[config.mk]
export PLATFORM = sky130hd
export DESIGN_NAME = ggrm_lane
export DESIGN_NICKNAME = d
export VERILOG_FILES = /design/src/rtl/ggrm_pkg.sv /design/src/rtl/ggrm_lane.sv
export SDC_FILE = /design/constraint.sdc
export NUM_CORES = 1
export LEC_CHECK = 0
export BUFFER_PORTS_ARGS = -buffer_cell sky130_fd_sc_hd__buf_4
export CAP_MARGIN = 20
export CORE_AREA = 3 3 40 42
export DETAILED_ROUTE_END_ITERATION = 10
export DIE_AREA = 0 0 43 45
export RECOVER_POWER = 100
export SYNTH_ARGS = -nofsm -noshare
export SYNTH_HDL_FRONTEND = slang
export SYNTH_SLANG_ARGS = --single-unit
export TNS_END_PERCENT = 20
[constraint.sdc]
create_clock -name vclk -period 1.3
set_input_delay 0.065 -clock vclk [all_inputs]
set_output_delay 0.065 -clock vclk [all_outputs]
set_load 0.02 [all_outputs]
[src/rtl/ggrm_pkg.sv]
`timescale 1ns / 1ps

package ggrm_pkg;

  localparam int COLS        = 64;
  localparam int ROWS        = 64;
  localparam int ROW_ADDR_W  = 6;
  localparam int COL_IDX_W   = 6;
  localparam int LANE_BITS   = 8;
  localparam int LANES       = COLS / LANE_BITS;
  localparam int LANE_IDX_W  = 3;
  localparam int SUB_IDX_W   = 3;

  typedef enum logic [1:0] {
    OP_LOAD    = 2'd0,
    OP_RESTART = 2'd1,
    OP_NEXT    = 2'd2
  } op_t;

  typedef enum logic [1:0] {
    ST_ACCEPTED = 2'd0,
    ST_BOX      = 2'd1,
    ST_DONE     = 2'd2,
    ST_OVERFLOW = 2'd3
  } status_t;

  typedef enum logic [1:0] {
    CFG_WIDTH  = 2'd0,
    CFG_HEIGHT = 2'd1,
    CFG_LIMIT  = 2'd2
  } cfg_idx_t;

  typedef enum logic [2:0] {
    S_IDLE,
    S_SCAN_RD,
    S_SCAN_CHK,
    S_RUN,
    S_DOWN_RD,
    S_DOWN_CHK,
    S_FINISH,
    S_EMIT
  } state_t;

  typedef struct packed {
    logic                 any;
    logic [SUB_IDX_W-1:0] idx;
  } lane_res_t;

endpackage

[src/rtl/ggrm_lane.sv]
`timescale 1ns / 1ps

module ggrm_lane import ggrm_pkg::*; (
  input  logic [LANE_BITS-1:0] bits,
  output lane_res_t            res
);

  always_comb begin
    res.any = |bits;
    res.idx = '0;
    for (int i = LANE_BITS - 1; i >= 0; i--) begin
      if (bits[i]) begin
        res.idx = SUB_IDX_W'(i);
      end
    end
  end

endmodule

==> results.toml <==
[power]
p_seq_frac = 0
switching_share = 0.486
internal-power_mw = 0.0242
irDropWorstVdd_uv = 31.1
power.leakage_nw = 0.0762
p_switching_mw = 0.0229
combPwrFrac = 1.000
powerDensity_nw_per_um2 = 273
clkPwrFrac = 0

[global_routing]
grt_pass1_wl_um = 441
grt_overflow_total = 0
grt_max_degree = 4
antenna_found_initial = 0
grt_usage = 0.0274
grt_pass1_vias = 119

[floorplan]
fp-row-count = 13
die-area_um2 = 1940
coreArea_um2 = 1280
die_x_um = 43
start_util = 0.0633
die_h_um = 45
io_pins = 12

[finish]
final_common_cell = "buf_4"
layout_common_cells = "9 x buf_4, 3 x nor2_1, 3 x clkbuf_1"
area_growth_pct = 112
num-clock-buffers = 0
seq_cell_count = 0
drive_gt1_frac = 0.360
final_nets = 35
post-route-util = 0.134
final_area_um2 = 173
regArea_um2 = 0
antenna_cells = 0
final_cells = 40

[drt]
drc_errors = 0
drt_iter0_drc = 0
firstDrtPassIters = 1
routed_wl_um = 323
vias_per_cell = 3.63
postRouteAntennaNets = 0
wl_per_cell_um = 8.08
vias = 145

[synth]
syn_nets = 21
syn_avg_cell_area_um2 = 6.26
synthDistinctLibCells = 11
yosysWarnings = 0
ys_seq_area_frac = 0
netlist_area_um2 = 81.3
syn-instance-count = 13

[placed_design]
place_ws_ns = 0.367
gp_congestion = 0.624
dpl.cell_count = 40
placed_cell_area_um2 = 190
io_buffer_count = 12

[critical_path]
critPathMaxFanout = 3
endpoint_kind = "primary output"
arrival_ns = 0.95
cp_data_required_time_ns = 1.24
setup.worst_path.class = "input port to primary output"
start_kind = "input port"

[clock_network]
cts_resized = 0
cts-hold-fix-buffers = 0
post-cts-setup-buffer-count = 0

[sta]
finalCriticalPeriod_ns = 1.01
relSlewSlack = 0.754
final.setup.worst_slack_ns = 0.288
final_hold_viol_count = 0
finalCritPeriodShare = 0.778
tns_ns = 0
finalSetupViolations = 0
max_freq_mhz = 988
rsz0062_at_grt = "no"
tightestPinTransition_ns = 0.365
maxSlewViolCount = 0

[job]
drv_cap = 0

[outcome]
status = "finished, final reports clean"

[min_path]
holdCritPathClass = "input port to primary output"
whs_path_depth = 3
## layer usage
metal / GRT usage / wire length [um] / vias to the layer above
met4: 0 / 0 / 0
met1: 0.0238 / 117 / 64
met2: 0.0569 / 141 / 8
met3: 0.0159 / 64 / 0
met5: 0 / 0 / -
li1: - / - / 73
## synthesized netlist by cell type
cell	n	area share
a21oi_1	1	0.061
a21boi_0	1	0.092
o21bai_1	1	0.092
nor2_1	3	0.14
o41ai_1	1	0.11
inv_1	1	0.046
o21ai_0	1	0.061
nand3_1	1	0.061
and3b_1	1	0.11
nor2b_1	1	0.077
nor4_2	1	0.15
## through the flow
step | total power, mW | hold WS [ns]
finish | 0.0472 | 0.446
global route | 0.0517 | 0.484
CTS | 0.0540 | 0.442
detailed placement | 0.0538 | 0.439
global placement | 0.0534 | 0.456
floorplan | 0.0191 | 0.273
## power groups by stage
stage | Sequential [mW] | Combinational [mW] | Clock, mW
floorplan | 0 | 0.0191 | 0
global placement | 0 | 0.0534 | 0
detailed placement | 0 | 0.0538 | 0
CTS | 0 | 0.0540 | 0
global route | 0 | 0.0517 | 0
finish | 0 | 0.0472 | 0
## layout make-up
cell class / instances / area [um2]
Fill cell: 150 / 1110
Timing Repair Buffer: 12 / 78.8
Tap cell: 15 / 18.8
Multi-Input combinational cell: 12 / 71.3
Inverter: 1 / 3.75
## critical path, cell delays in order
cell and delay [ns]:
buf_4 0.12, nor4_1 0.38, and3b_1 0.22, clkbuf_1 0.16
## final timing paths
path,from,to
setup / recovery,bits[4],res[2]
hold / removal,bits[0],res[0]
## logic make-up (layout without fill, tap and decap cells)
kind of cell / after synthesis / after routing / share of synthesized area
buffers and inverters: 1 / 13 / 0.0461
AND/OR/NAND/NOR: 7 / 7 / 0.538
AO/OA/AOI/OAI: 5 / 5 / 0.415
Power figures use the tool's default switching activity.
