### src/rtl/ggrm_pkg.sv
`timescale 1ns / 1ps

package ggrm_pkg;

  localparam int COLS        = 64;
  localparam int ROWS        = 64;
  localparam int ROW_ADDR_W  = 6;
  localparam int COL_IDX_W   = 6;
  localparam int LANE_BITS   = 8;
  localparam int LANES       = COLS / LANE_BITS;
  localparam int LANE_IDX_W  = 3;
  localparam int SUB_IDX_W   = 3;

  typedef enum logic [1:0] {
    OP_LOAD    = 2'd0,
    OP_RESTART = 2'd1,
    OP_NEXT    = 2'd2
  } op_t;

  typedef enum logic [1:0] {
    ST_ACCEPTED = 2'd0,
    ST_BOX      = 2'd1,
    ST_DONE     = 2'd2,
    ST_OVERFLOW = 2'd3
  } status_t;

  typedef enum logic [1:0] {
    CFG_WIDTH  = 2'd0,
    CFG_HEIGHT = 2'd1,
    CFG_LIMIT  = 2'd2
  } cfg_idx_t;

  typedef enum logic [2:0] {
    S_IDLE,
    S_SCAN_RD,
    S_SCAN_CHK,
    S_RUN,
    S_DOWN_RD,
    S_DOWN_CHK,
    S_FINISH,
    S_EMIT
  } state_t;

  typedef struct packed {
    logic                 any;
    logic [SUB_IDX_W-1:0] idx;
  } lane_res_t;

endpackage

### src/rtl/ggrm_merge.sv
`timescale 1ns / 1ps

module ggrm_merge import ggrm_pkg::*; (
  input  lane_res_t [LANES-1:0]  lanes,
  output logic                   any,
  output logic [COL_IDX_W-1:0]   pos
);

  always_comb begin
    any = 1'b0;
    pos = '0;
    for (int i = LANES - 1; i >= 0; i--) begin
      if (lanes[i].any) begin
        any = 1'b1;
        pos = {LANE_IDX_W'(i), lanes[i].idx};
      end
    end
  end

endmodule

### config.mk
export PLATFORM = sky130hd
export DESIGN_NAME = ggrm_merge
export DESIGN_NICKNAME = d
export VERILOG_FILES = /design/src/rtl/ggrm_pkg.sv /design/src/rtl/ggrm_merge.sv
export SDC_FILE = /design/constraint.sdc
export NUM_CORES = 1
export LEC_CHECK = 0
export BUFFER_PORTS_ARGS = -buffer_cell sky130_fd_sc_hd__buf_2
export CORE_AREA = 2 2 39 41
export DETAILED_ROUTE_END_ITERATION = 16
export DIE_AREA = 0 0 41 43
export PLACE_DENSITY = 0.69
export SETUP_SLACK_MARGIN = 0.5
export SYNTH_ARGS = -nofsm -noshare
export SYNTH_HDL_FRONTEND = slang
export SYNTH_SLANG_ARGS = --single-unit
### constraint.sdc
create_clock -name vclk -period 1.3
set_input_delay 0.065 -clock vclk [all_inputs]
set_output_delay 0.065 -clock vclk [all_outputs]
set_load 0.05 [all_outputs]
==> flow_summary.yaml <==
cells_and_area:
  final_core_utilization_pct: 60.1
  diodes: 0
  post_route_cells_drive_above_1_share_pct: 65.3
  seq_cells: 0
  area_occupied_by_registers_um2: 0
  area_growth_pct: 151
  layoutNonFillerInstCount: 117
  num-clock-buffers: 0
  final_nets: 135
floorplan:
  pin_count: 39
  rows: 14
  initial_utilization_pct: 24.0
  die_width_um: 41
  dieHeight_um: 43
  dieArea_um2: 1760
  core-area_um2: 1380
run:
  max_cap_check_violation_count: 0
logic_synthesis:
  ys_seq_area_share_pct: 0
  synthMostInstantiatedCell: "sky130_fd_sc_hd__nand2_1"
  synth_area_leader: "sky130_fd_sc_hd__nand2_1"
  synth.avg_cell_area_um2: 5.82
  synth-warning-count: 0
  yosysTopAreaCellShare_pct: 12.5
  synth_top_cells_by_count: "sky130_fd_sc_hd__nand2_1, sky130_fd_sc_hd__inv_1, sky130_fd_sc_hd__nor2_1"
  synth.top_cells.by_area: "sky130_fd_sc_hd__nand2_1, sky130_fd_sc_hd__a21oi_1, sky130_fd_sc_hd__inv_1"
  synth_nets: 89
  mappedNetlistArea_um2: 332
  synth_cell_types: 23
  netlist_instances: 57
route:
  drt-wirelength-per-cell_um: 10.6
  final_wirelength_um: 1240
  final_antenna_net_count: 0
  1st_pass_router_iterations: 2
  drc: 0
  drt_iter0_drc: 2
  via_count: 543
  vias_per_cell: 4.64
timing:
  timing.fmax_mhz: 959
  report.final.slew_viol_count: 0
  timing_hold_violations_final: 0
  rsz0062_at_grt: "yes"
  final.setup.tns_ps: 0
  slew_headroom_pct: 78.4
  max_slew.worst_pin.slew_ps: 322
  setup_viol_count_final: 0
  postLayoutSetupSlackWorst_ps: 257
  post-route-period-util_pct: 80.2
  layout_min_cycle_time_ps: 1040
worst_setup_path:
  cp-end-kind: "primary output"
  worst-endpoint-arrival_ps: 980
  crit_path_max_fanout: 4
  critical_path.startpoint_type: "primary input"
  required_ps: 1240
  critPathKind: "primary input to primary output"
power_and_ir_drop:
  vdd_drop_max_mv: 0.125
  netSwitchingFraction_pct: 52.1
  combinationalPowerShare_pct: 100.0
  design_power_total_mw: 0.314
  power.share.clock_pct: 0
  switching_power_mw: 0.163
  power_leakage_nw: 0.369
  p_int_mw: 0.150
  share_seq_of_total_power_pct: 0
  power.density_nw_per_um2: 377
place:
  numPortBuffers: 39
  place_hpwl_um: 1010
  globalplace.congestion: 0.816
  dpl_worst_slack_ps: 83.9
  post-place-cells: 111
global_route:
  grt_pass1_vias: 441
  antenna_found_initial: 0
  grt_start_max_net_pins: 10
  grt_first_pass_wirelength_um: 1840
  globalRoute.totalOverflow: 0
  groute.usage.overall_pct: 14.0
min_path:
  type_of_the_worst_min_delay_path: "primary input to primary output"
status:
  status: "finished clean"
clock_network:
  cts_hold_buffers: 0
## final timing paths
check | depth (start not counted) | endpoint | slack (ps) | from
worst max-delay path | 6 | pos[1] | 260 | lanes[27]
worst min-delay path | 3 | pos[3] | 460 | lanes[3]
## cells by family (layout without fill, tap and decap cells)
family / Yosys count / count (layout) / synth area share [%]
AO/OA/AOI/OAI: 19 / 19 / 38.1
buffers and inverters: 8 / 52 / 10.6
AND/OR/NAND/NOR: 30 / 30 / 51.3
## cell usage in the layout, fill, tap and decap left out, drive strengths merged
| cell type | n |
|---|---|
| buf | 46 |
| nand2 | 11 |
| nor2 | 7 |
| inv | 6 |
| a21oi | 6 |
| nand3 | 4 |
| o21ai | 4 |
| nor2b | 3 |
| o211ai | 2 |
| a31oi | 2 |
| nand3b | 2 |
| nor4 | 2 |
| a21boi | 1 |
| nand2b | 1 |
| o31ai | 1 |
| o22ai | 1 |
| a22o | 1 |
| o221ai | 1 |
## critical path, cell delays in order
cell and delay, ps:
sky130_fd_sc_hd__buf_8 100, sky130_fd_sc_hd__nand2b_4 130, sky130_fd_sc_hd__o211ai_1 190, sky130_fd_sc_hd__nand3_2 130
sky130_fd_sc_hd__a31oi_4 190, sky130_fd_sc_hd__buf_6 170
## timing repair
action                                 CTS  global route
endpoints found under the hold margin    0             0
setup buffers                            4             2
setup endpoints to repair                7             7
pin swaps                               12             9
resized for setup                       35             6
## power groups by stage
| stage | logic [mW] | clock network [mW] | registers (mW) |
|---|---|---|---|
| after floorplan | 0.170 | 0 | 0 |
| after global placement | 0.248 | 0 | 0 |
| after detailed placement | 0.250 | 0 | 0 |
| after CTS | 0.304 | 0 | 0 |
| after global routing | 0.336 | 0 | 0 |
| final | 0.314 | 0 | 0 |
## stage by stage
step	area, um^2	hold slack, ps
finish	832	455
CTS	797	457
global route	832	467
floorplan	463	257
global placement	658	588
detailed placement	658	596
## metal layers
| metal | GRT usage, % | share of wire, % | wire length [um] | up-vias |
|---|---|---|---|---|
| met1 | 18.4 | 42 | 524 | 225 |
| met4 | 0 | 0 | 0 | 0 |
| met5 | 0 | 0 | 0 | - |
| li1 | - | - | - | 293 |
| met3 | 0 | 8.0 | 99 | 0 |
| met2 | 25.6 | 50 | 618 | 25 |
## area by class of cell
class	count	area [um^2]
fill	119	552
inverter	6	22.5
multi-input combinational	49	428
tap	16	20.0
timing repair buffer	46	362
Note: power is estimated with default switching activity, not from simulation.
