[config.mk]
export PLATFORM = sky130hd
export DESIGN_NAME = ggrm_ram
export DESIGN_NICKNAME = d
export VERILOG_FILES = /design/src/rtl/ggrm_ram.sv
export SDC_FILE = /design/constraint.sdc
export NUM_CORES = 2
export LEC_CHECK = 0
export BUFFER_PORTS_ARGS = -buffer_cell sky130_fd_sc_hd__buf_2
export CAP_MARGIN = 20
export CORE_MARGIN = 2
export CORE_UTILIZATION = 60
export DETAILED_ROUTE_END_ITERATION = 10
export PLACE_DENSITY_LB_ADDON = 0.25
export SETUP_SLACK_MARGIN = 0.02
export SKIP_CTS_REPAIR_TIMING = 1
export SYNTH_ARGS = -nofsm -noshare
export SYNTH_HDL_FRONTEND = slang
export SYNTH_SLANG_ARGS = --single-unit
[constraint.sdc]
create_clock -name clk -period 11.29 [get_ports clk]
set_input_delay 2.258 -clock clk [delete_from_list [all_inputs] [get_ports clk]]
set_output_delay 2.258 -clock clk [all_outputs]
set_load 0.005 [all_outputs]
[src/rtl/ggrm_ram.sv]
`timescale 1ns / 1ps

module ggrm_ram #(
  parameter int DEPTH = 64,
  parameter int WIDTH = 64
) (
  input  logic                     clk,
  input  logic                     we,
  input  logic [$clog2(DEPTH)-1:0] waddr,
  input  logic [WIDTH-1:0]         wdata,
  input  logic                     re,
  input  logic [$clog2(DEPTH)-1:0] raddr,
  output logic [WIDTH-1:0]         rdata
);

  logic [WIDTH-1:0] mem [DEPTH];

  always_ff @(posedge clk) begin
    if (we) begin
      mem[waddr] <= wdata;
    end
  end

  always_ff @(posedge clk) begin
    if (re) begin
      rdata <= mem[raddr];
    end
  end

endmodule

==> summary.md <==
| Metric | Value |
|---|---|
| Status | `finished, final reports clean` |
| Final Cycle Share | `0.5081` |
| Slew @ Worst Pin | `around 1200 ps` |
| Delay-heaviest family, CP | `buffers and inverters` |
| Clk pin slew, worst setup/hold paths | `about 60 ps` |
| Gpl congestion | `~0.81` |
| Share of cells above drive strength 1 | `0.2758` |
| Vias | `76,400` |
| Area growth from synthesis to layout | `11.77%` |
| Core area | `approximately 0.26 mm^2` |
| Initial drt markers | `about 12,000` |
| Ports | `about 140` |
| DRC viols | `0` |
| Power Density | `roughly 180 mW/mm^2` |
| Die height | `515.5 um` |
| Peak supply drop | `around 0.18 mV` |
| Final core occ | `0.6750` |
| Final Hold Fails | `0` |
| Final std cells w/o fill | `10,800` |
| Unrepaired setup endpoints after global routing | `false` |
| Area after DPL | `around 0.16 mm^2` |
| # nets final | `about 7,100` |
| Initial DRT Pass Iterations | `6` |
| Slowest CP cell | `buf_4` |
| # fillers | `~16,000` |
| GRT overflow | `0` |
| Die Span X | `~520 um` |
| Clk_skew | `roughly 81 ps` |
| Mean routed wirelength per cell | `approximately 38 um` |
| Die ar. | `around 0.27 mm^2` |
| Worst Path Max Fanout | `114` |
| Input/output buffers | `142` |
| Number of clock sinks | `roughly 4,200` |
| P_leak | `54.55 nW` |
| First-pass GRT wire length | `about 580,000 um` |
| GR met1 Demand/Resource | `0.4399` |
| CP cell instances | `buf_12 > buf_12 > buf_4 > mux4_2 > mux2i_1 > o22ai_1 > a41oi_1 > a211oi_1` |
| Yosys reg bits | `between 4,000 and 5,000` |
| CP max stage delay | `930 ps` |
| Hold depth | `4` |
| Max-slew headroom | `0.1946` |
| Mapped Area | `approximately 0.16 mm^2` |
| Final setup fails | `0` |
| CP Class | `in2reg` |
| Clock latency on the worst-skew pair | `about 940 ps` |
| Placed Cells | `just over 10,000` |
| CP Capture Type | `register` |
| Routed vias/inst | `7.072` |
| MaxCap Viol Count | `0` |
| Total GRT Usage | `0.3135` |
| Antenna-violating nets left | `0` |
| Worst path arrival time | `around 6400 ps` |
| CTS HTree Levels | `5` |
| Final setup margin | `around 5600 ps` |
| Vias in the first global route | `76,170` |
| CP required | `~12,000 ps` |
| Max frequency | `approximately 170 MHz` |
| Largest net degree at the start of global routing | `around 120` |
| CTS tree | `built` |
| Maximum clock path buffer count | `4` |
| Starting Density | `0.6039` |
| Met3 Track Usage GR | `0.07210` |
| Detail Placement HPWL | `about 210,000 um` |
| Net Count, Synth | `approximately 6,700` |
| Register Area | `0.1249 mm^2` |
| Avg Inst Size Synth | `23.79 um^2` |
| CP Launch Type | `input port` |
| Most used cell, CP | `buf_12` |
| Post-Place Worst Slack | `4611 ps` |
| Row cnt | `187` |
| GR peak layer | `met2` |
| WL final | `412,500 um` |
| Design area | `0.1755 mm^2` |
| Num CTS Buffers | `roughly 400` |
| Initial antenna violation count | `39` |
| Netlist cell types | `32` |
| Final min period | `between 5000 and 6000 ps` |
| Worst hold path class | `reg2reg` |
| Syn. warnings | `0` |
| Area of the multi-input gates | `0.03078 mm^2` |
| Met2 usage | `0.4897` |
| Worst path bufs/invs | `3` |
| Mapped Cells | `6,598` |
| Root buf cell | `clkbuf_16` |
| Worst r2r path cells | `5` |
| Crit path depth | `8` |
| Setup TNS | `0 ps` |
| Fin. max-slew vios | `0` |
| Sequential area share after synthesis | `0.7957` |
cell families (layout without fill, tap and decap cells):
kind of cell	Yosys count	after routing	synth area share
flip-flops	4160	4160	0.7957
multiplexers	1159	1159	0.1555
AO/OA/AOI/OAI	504	504	0.02467
buffers and inverters	389	1076	0.01176
AND/OR/NAND/NOR	386	386	0.01235
other	0	23	0
worst reg2reg max path, cell delays in order (launching register included):
cell      delay [ps]
edfxtp_1         380
mux4_2           480
mux2i_1          380
o22ai_1          190
a41oi_1          450
a211oi_1          90
through the flow:
| step | hold WS (ps) | power, mW |
|---|---|---|
| 3_3_place_gp | 891.5 | 18.87 |
| 3_5_place_dp | 906.0 | 18.91 |
| 2_1_floorplan | 864.8 | 18.29 |
| 4_1_cts | 918.6 | 31.58 |
| 5_1_grt | 958.5 | 32.25 |
| 6_report | 919.1 | 31.51 |
state kept, by name, summed over array words and instances (netlist names):
register / count
rdata: 64
mem: 4096
area by class of cell:
type / instances / share of cell area
Antenna cell: 23 / 0.0003280
Clock buffer: 467 / 0.05824
Clock inverter: 241 / 0.01273
Inverter: 19 / 0.0004064
Multi-Input combinational cell: 2049 / 0.1754
Sequential cell: 4160 / 0.7119
Tap cell: 3496 / 0.02493
Timing Repair Buffer: 349 / 0.01603
cell usage in the layout (no fill, tap or decap), drive strengths merged, types with 3 or more instances in the layout:
cell and instances:
nand2b 11, a2bb2oi 19, bufinv 37, clkinv 183
mux4 1024, nand2 58, or3 29, a22o 88
diode 23, a41oi 26, and2 3, a31oi 18
o22ai 83, clkbuf 467, nand3 45, nor2 112
buf 349, a22oi 168, mux2i 135, edfxtp 4160
a211oi 63, clkinvlp 14, inv 26, nor2b 28
or2 28, o221ai 38, and3 64
metal layers:
layer | vias up | wire [um]
met5 | - | 83
met4 | 14 | 15980
met3 | 833 | 50700
met2 | 5408 | 199400
met1 | 40850 | 146400
li1 | 29290 | -
path summary, 6_finish.rpt:
check                        startpoint                   to  slack (ps)
setup / recovery               raddr[0]  rdata[24]$_DFFE_PP_        5550
hold / removal    mem[52][18]$_DFFE_PP_  rdata[18]$_DFFE_PP_         920
setup reg to reg  mem[54][59]$_DFFE_PP_  rdata[59]$_DFFE_PP_        9080
hold reg to reg   mem[52][18]$_DFFE_PP_  rdata[18]$_DFFE_PP_         920
report_power, final:
part	switching [mW]	internal (mW)	leakage (nW)	total, mW
sequential	0.0601	17.1	37.5	17.2
combinational	0.881	0.526	11.0	1.41
clock	5.60	7.30	6.05	12.9
total	6.54	25.0	54.6	31.5
cells in the mapped netlist, drive strengths merged:
master   count  share of area
edfxtp    4160           0.80
mux4      1024           0.15
buf        230         0.0080
a22oi      168         0.0080
clkbuf     140         0.0033
mux2i      135         0.0086
nor2       112         0.0027
a22o        88         0.0049
o22ai       83         0.0033
and3        64         0.0026
a211oi      63         0.0030
nand2       58         0.0014
nand3       45         0.0014
o221ai      38         0.0021
or3         29         0.0012
nor2b       28         0.0011
or2         28         0.0011
a41oi       26         0.0015
a2bb2oi     19         0.0011
inv         19        0.00045
a31oi       18        0.00072
nand2b      11        0.00044
and2         3        0.00012
nand3b       2       0.000096
nand4        2       0.000080
nor3         2       0.000064
a31o         1       0.000056
nand4b       1       0.000056
or3b         1       0.000056
Note: power is estimated with default switching activity, not from simulation.
